==> config.mk <==
export PLATFORM = sky130hd
export DESIGN_NAME = ple_cell
export DESIGN_NICKNAME = d
export VERILOG_FILES = /design/src/hdl/ple_pkg.sv /design/src/hdl/ple_cell.sv
export SDC_FILE = /design/constraint.sdc
export NUM_CORES = 1
export LEC_CHECK = 0
export BUFFER_PORTS_ARGS = -buffer_cell sky130_fd_sc_hd__buf_2
export CORE_AREA = 4 4 154 156
export DETAILED_ROUTE_END_ITERATION = 10
export DIE_AREA = 0 0 158 160
export HOLD_SLACK_MARGIN = 0.1
export SLEW_MARGIN = 10
export SYNTH_ARGS = -nofsm -noshare
export SYNTH_HDL_FRONTEND = slang
export SYNTH_SLANG_ARGS = --single-unit
export TNS_END_PERCENT = 1
==> constraint.sdc <==
create_clock -name clk -period 3.5 [get_ports clk]
set_input_delay 0.35 -clock clk [delete_from_list [all_inputs] [get_ports clk]]
set_output_delay 0.35 -clock clk [all_outputs]
set_load 0.02 [all_outputs]
==> src/hdl/ple_pkg.sv <==
// shared constants, codes and control types for the positional list engine
// used by ple_cell and positional_list_engine_unit; depends on nothing
package ple_pkg;

  localparam int CAPACITY = 64;
  localparam int IDX_W    = $clog2(CAPACITY);
  localparam int LEN_W    = $clog2(CAPACITY + 1);
  localparam int POS_W    = 10;
  localparam int VAL_W    = 64;
  localparam int OP_W     = 3;
  localparam int ST_W     = 2;
  localparam int CMP_W    = (POS_W > LEN_W) ? POS_W : LEN_W;

  localparam logic [OP_W-1:0] OP_APPEND = 3'd0;
  localparam logic [OP_W-1:0] OP_INSERT = 3'd1;
  localparam logic [OP_W-1:0] OP_DELETE = 3'd2;
  localparam logic [OP_W-1:0] OP_WRITE  = 3'd3;
  localparam logic [OP_W-1:0] OP_READ   = 3'd4;
  localparam logic [OP_W-1:0] OP_DUMP   = 3'd5;
  localparam logic [OP_W-1:0] OP_CLEAR  = 3'd6;

  localparam logic [ST_W-1:0] ST_OK    = 2'd0;
  localparam logic [ST_W-1:0] ST_RANGE = 2'd1;
  localparam logic [ST_W-1:0] ST_FULL  = 2'd2;

  typedef enum logic [1:0] {
    CELL_HOLD,
    CELL_INSERT,
    CELL_DELETE,
    CELL_WRITE
  } cell_op_t;

  typedef struct packed {
    cell_op_t               op;
    logic [IDX_W-1:0]       pos;
    logic                   rd_load;
    logic                   rd_shift;
  } cell_ctl_t;

endpackage

==> src/hdl/ple_cell.sv <==
// one storage cell of the list: element register plus readout register
// depends on ple_pkg for widths and the broadcast control struct
module ple_cell (
  input  logic                              clk,
  input  logic [ple_pkg::IDX_W-1:0]         cell_idx,
  input  ple_pkg::cell_ctl_t                ctl,
  input  logic [ple_pkg::VAL_W-1:0]         wr_value,
  input  logic [ple_pkg::VAL_W-1:0]         left_elem,
  input  logic [ple_pkg::VAL_W-1:0]         right_elem,
  input  logic [ple_pkg::VAL_W-1:0]         right_rd,
  output logic [ple_pkg::VAL_W-1:0]         elem,
  output logic [ple_pkg::VAL_W-1:0]         rd
);

  logic [ple_pkg::VAL_W-1:0] elem_r, elem_nxt;
  logic [ple_pkg::VAL_W-1:0] rd_r, rd_nxt;
  logic                      at_pos, past_pos;

  assign at_pos   = (cell_idx == ctl.pos);
  assign past_pos = (cell_idx > ctl.pos);

  always_comb begin
    elem_nxt = elem_r;
    case (ctl.op)
      ple_pkg::CELL_INSERT: begin
        if (past_pos) elem_nxt = left_elem;
        else if (at_pos) elem_nxt = wr_value;
      end
      ple_pkg::CELL_DELETE: begin
        if (past_pos || at_pos) elem_nxt = right_elem;
      end
      ple_pkg::CELL_WRITE: begin
        if (at_pos) elem_nxt = wr_value;
      end
      default: elem_nxt = elem_r;
    endcase
  end

  // readout chain snapshots the elements, then moves toward cell zero
  always_comb begin
    rd_nxt = rd_r;
    if (ctl.rd_load) rd_nxt = elem_r;
    else if (ctl.rd_shift) rd_nxt = right_rd;
  end

  always_ff @(posedge clk) begin
    elem_r <= elem_nxt;
    rd_r   <= rd_nxt;
  end

  assign elem = elem_r;
  assign rd   = rd_r;

endmodule

**After elaboration in Yosys (flattened, before gate mapping)**

Index checks and enable logic that the tools add are counted.

- Register bits: 128
- Bits of input ports: 273
- Output and inout bits: 128
- Logic and storage cells: 18

- Order comparisons: 1
- Equality and inequality tests: 5
- Multiplexer cells: 6
- Reductions and logical operators: 4

Operator list:

| kind | number |
|---|---|
| $mux W64 | 5 |
| $pmux W64 S3 | 1 |
| $eq A6 B6 Y1 | 1 |
| $gt A6 B6 Y1 | 1 |
| $eq A2 B2 Y1 const B | 2 |
| $reduce_bool A3 Y1 | 1 |
| $eq A2 B1 Y1 const B | 1 |
| $ne A2 B2 Y1 const B | 1 |
| $reduce_and A2 Y1 | 1 |
| $reduce_bool A2 Y1 | 1 |
| $logic_or A1 B1 Y1 | 1 |

**Depth between registers and ports, before layout**

- Depth after elaboration: 4
- Gate-level depth with buffers: 10
- Mapped depth without buffers: 7

**Worst setup path after synthesis**

No wires, ideal clock.

- Path type: input port to flip-flop
- From: input ctl[7] (netlist name)
- To: register elem_r, in the netlist elem[0], enable pin
- Library setup time: 0.394 ns
- Data arrival time: 2.236 ns
- Data required time: 3.106 ns
- Path slack: 0.870 ns
- Stages: 8
- Buffers on the path: 2
- Cell sequence: inv_1 -> ha_1 -> and4_4 -> and3_4 -> buf_6 -> buf_4 -> o21a_1 -> or2_2

- Cells in the longest elaborated chain, start to end: 4
- Elaborated cells between the ends (all ways): 5
- Those cells by class: 1 x order compare; 2 x eq/ne; 2 x reduce/logical

RTL lines:

| item | RTL line | source |
|---|---|---|
| from (decl) | ple_cell.sv:6 | `input ple_pkg::cell_ctl_t ctl,` |
| $gt A6 B6 Y1 / $eq A6 B6 Y1 (equally long branches) | ple_cell.sv:20, ple_cell.sv:19 |  |
| $logic_or A1 B1 Y1 * | ple_cell.sv:30 | `if (past_pos \|\| at_pos) elem_nxt = right_elem;` |
| $ne A2 B2 Y1 (no source line) * | n/a |  |
| $reduce_and A2 Y1 (no source line) * | n/a |  |
| to (signal assigned) | ple_cell.sv:47 | `elem_r <= elem_nxt;` |
| to (decl) | ple_cell.sv:15 | `logic [ple_pkg::VAL_W-1:0] elem_r, elem_nxt;` |

Mark *: on every way between the ends. The rest lies on a longest branch, timed or not.
A chain may end at the register's enable or synchronous reset.

**Worst setup path in the final report**

- From: input ctl[6] (netlist name)
- To: register elem_r, in the netlist elem[39], data pin

- Cells in the longest elaborated chain, start to end: 4
- Elaborated cells between the ends (all ways): 5
- Those cells by class: 1 x order compare; 1 x eq/ne; 3 x mux

RTL lines:

| item | RTL line | source |
|---|---|---|
| branches (longest 3 deep; another with $gt A6 B6 Y1) | n/a |  |
| $pmux W64 S3 * | ple_cell.sv:24 | `case (ctl.op)` |
| net elem_nxt (one bit) | ple_cell.sv:15 |  |

Mark *: on every way through the listed nets, which the timed path passes.

==> metrics.md <==
| Metric | Value |
|---|---|
| Internal power | `0.00381 W` |
| Multi-input combinational cell area | `approximately 0.0029 mm²` |
| Post-Syn Instances | `446` |
| Setup tns final | `0 ns` |
| Sequential fraction of the synthesis area | `0.552` |
| Starting Density | `0.311` |
| Fillers | `around 2100` |
| Initial antenna violation count | `1` |
| Sequential share of power | `0.392` |
| Reg2Reg Setup Slack | `2.48 ns` |
| H-tree Lvls | `4` |
| Comb pwr share | `0.228` |
| Reg area | `about 0.0038 mm²` |
| Leak Pwr | `4.07 nW` |
| Critical-path cell list | `buf_2 -> inv_1 -> ha_1 -> and4_4 -> and3_4 -> buf_4 -> mux2i_1 -> o21ai_2` |
| Global Route Usage Sum | `0.173` |
| Crit path time final | `1.99 ns` |
| Max-slew headroom | `0.273` |
| TritonCTS Buffers | `17` |
| Setup ws final | `roughly 1.5 ns` |
| Post-layout net count | `1120` |
| GRT overflow | `0` |
| PwrDens | `540 mW/mm²` |
| Hold buffer count at CTS | `0` |
| DR WL/cell | `20.1 µm` |
| Max Clk Rate | `0.504 GHz` |
| Crit Path Class | `in -> reg` |
| Sw power | `around 0.0015 W` |
| Post-DRT Antenna Nets | `0` |
| Slew @ Worst Pin | `1.09 ns` |
| Post-CTS setup buffers | `0` |
| CP startpoint kind | `input pin` |
| Detailed Route Iter0 Violations | `between 200 and 250` |
| Max cap viols | `0` |
| Die H | `160 µm` |
| Post-synth ARST share | `0` |
| Most common cell in the netlist | `edfxtp_1` |
| Synth top area share | `0.552` |
| Largest fanout on the critical path | `33` |
| Worst Setup SP | `ctl[6]` |
| Clock power share | `0.380` |
| Ant diodes | `0` |
| Layout cells sized above 1 | `0.740` |
| Worst skew pair latency | `0.41 ns` |
| Register bit count reported by yosys | `128` |
| Post-Synthesis Net Count | `725` |
| CP Data Required Time | `about 3.7 ns` |
| Mapped Area | `slightly below 0.007 mm²` |
| Drt via density | `~4.8` |
| Placeable Area | `approximately 0.022 mm²` |
| Status | `completed` |
| CP max stage cell | `buf_4` |
| R2R Path Start | `elem[18]$_DFFE_PP_` |
| Via count | `5450` |
| Residual DRC | `0` |
| First-pass GRT wire length | `around 34000 µm` |
| Die W | `158 µm` |
| Clk slew on worst S/H paths | `about 0.07 ns` |
| Synth cell types | `25` |
| Num ports | `~400` |
| Slowest stage delay, CP | `0.50 ns` |
| CTS tree | `done` |
| RSZ-0062 raised after global routing | `false` |
| Post_cts resized | `0` |
| Mean Syn Cell Area | `15.6 µm²` |
| Root buffer cell | `clkbuf_16` |
| Post-synth top cells | `edfxtp_1 (128), mux2_2 (64), mux2i_1 (64)` |
| Area leader, netlist | `edfxtp_1` |
| Min-delay src | `left_elem[48]` |
| Sw Share | `0.287` |
| DP HPWL | `between 15000 and 20000 µm` |
| Number of enable flip-flop cells after synthesis | `around 130` |
| Post-Route Skew | `0.00854 ns` |
| Syn-to-layout area delta | `42.5%` |
| Ranking of synthesized cells by area | `edfxtp_1 (55%), a22oi_2 (11%), mux2_2 (10%)` |
| GP Congestion | `0.790` |
| Slew Limit Fails | `0` |
| Total wire length | `22900 µm` |
| Final Total Pwr | `0.00535 W` |
| Largest net degree at the start of global routing | `65` |
| CP Data Arrival Time | `2.14 ns` |
| Clock Tree Buf Depth | `2` |
| Pre-CTS setup slack | `1.09 ns` |
| Rows | `55` |
| Die area | `about 0.025 mm²` |
| Hold Fails Final Rpt | `0` |
| Vias in the first global route | `5714` |
| Min-Delay Path Class | `in -> reg` |
| Peak supply drop | `about 0.27 mV` |
| Crit end category | `register` |
| First-pass detailed-route iteration total | `4` |
| IO Port Bufs | `400` |
| Tcrit/Tclk final | `0.567` |
| YS warnings | `0` |
| Final setup violation count | `0` |
| Synth Flop Type | `edfxtp_1` |
| Sink Count | `roughly 130` |
[area by class of cell]
| type | instances | share of cell area |
|---|---|---|
| sequential | 128 | 0.388 |
| inverter | 6 | 0.00227 |
| tap | 285 | 0.0360 |
| multi-input combinational | 277 | 0.293 |
| clock inverter | 13 | 0.0237 |
| timing repair buffer | 411 | 0.214 |
| clock buffer | 18 | 0.0433 |
[registers in the layout, summed over array words and instances, names as in the netlist]
register and count:
elem 64, rd 64
[power by group through the flow]
| stage | sequential, W | combinational [W] | clock, W |
|---|---|---|---|
| finish | 0.00210 | 0.00122 | 0.00204 |
| global route | 0.00213 | 0.00131 | 0.00216 |
| CTS | 0.00210 | 0.00124 | 0.00209 |
| detailed placement | 0.00213 | 0.00124 | 0 |
| global placement | 0.00213 | 0.00122 | 0 |
| floorplan | 0.00237 | 0.000479 | 0 |
[stage by stage]
stage | util | instance area, µm² | hold slack, ns | cells
6_report | 0.443 | 9920 | 0.219 | 1138
5_1_grt | 0.443 | 9920 | 0.201 | 1138
4_1_cts | 0.443 | 9920 | 0.196 | 1138
3_5_place_dp | 0.414 | 9250 | 0.593 | 1107
3_3_place_gp | 0.414 | 9250 | 0.593 | 1107
2_1_floorplan | - | 6960 | 0.539 | 446
[layer usage]
layer | vias to the layer above | part of all wire | GRT usage
met1 | 2583 | 0.39 | 0.207
met4 | 2 | 0.012 | 0.0376
met2 | 248 | 0.52 | 0.311
met5 | - | 0.00057 | 0
li1 | 2597 | - | -
met3 | 20 | 0.077 | 0.0466
[worst max-delay path, delay by kind of cell]
kind | cells | cell delay (ns)
adders and majority gates | 1 | 0.29
and+or+nand+nor | 2 | 0.45
AOI/OAI and AO/OA | 1 | 0.06
buffers and inverters | 3 | 0.63
muxes | 1 | 0.30
[final timing paths]
kind | to | cells after the start
worst max-delay path | elem[39]$_DFFE_PP_ | 8
worst min-delay path | elem[48]$_DFFE_PP_ | 3
worst max register to register | rd[18]$_DFFE_PP_ | 1
worst min register to register | rd[31]$_DFFE_PP_ | 1
[kinds of logic after synthesis]
| logic type | synth area share |
|---|---|
| AOI/OAI and AO/OA | 0.199 |
| muxes | 0.196 |
| adders and majority gates | 0.0108 |
| DFF | 0.552 |
| buffers and inverters | 0.0336 |
| and+or+nand+nor | 0.00881 |
[placed cells by master (no fill, tap or decap), types with 2 or more instances in the layout]
master     count
a22oi_1        4
a22oi_2       60
buf_12         3
buf_2        399
buf_4          9
bufinv_16      6
clkbuf_16     17
clkinv_4       3
edfxtp_1     128
ha_1           6
inv_1          6
inv_6          2
mux2_2        64
mux2i_1       64
nand3_1        2
o21ai_0        4
o21ai_2       60
or2_4          2
Note: power is estimated with default switching activity, not from simulation.
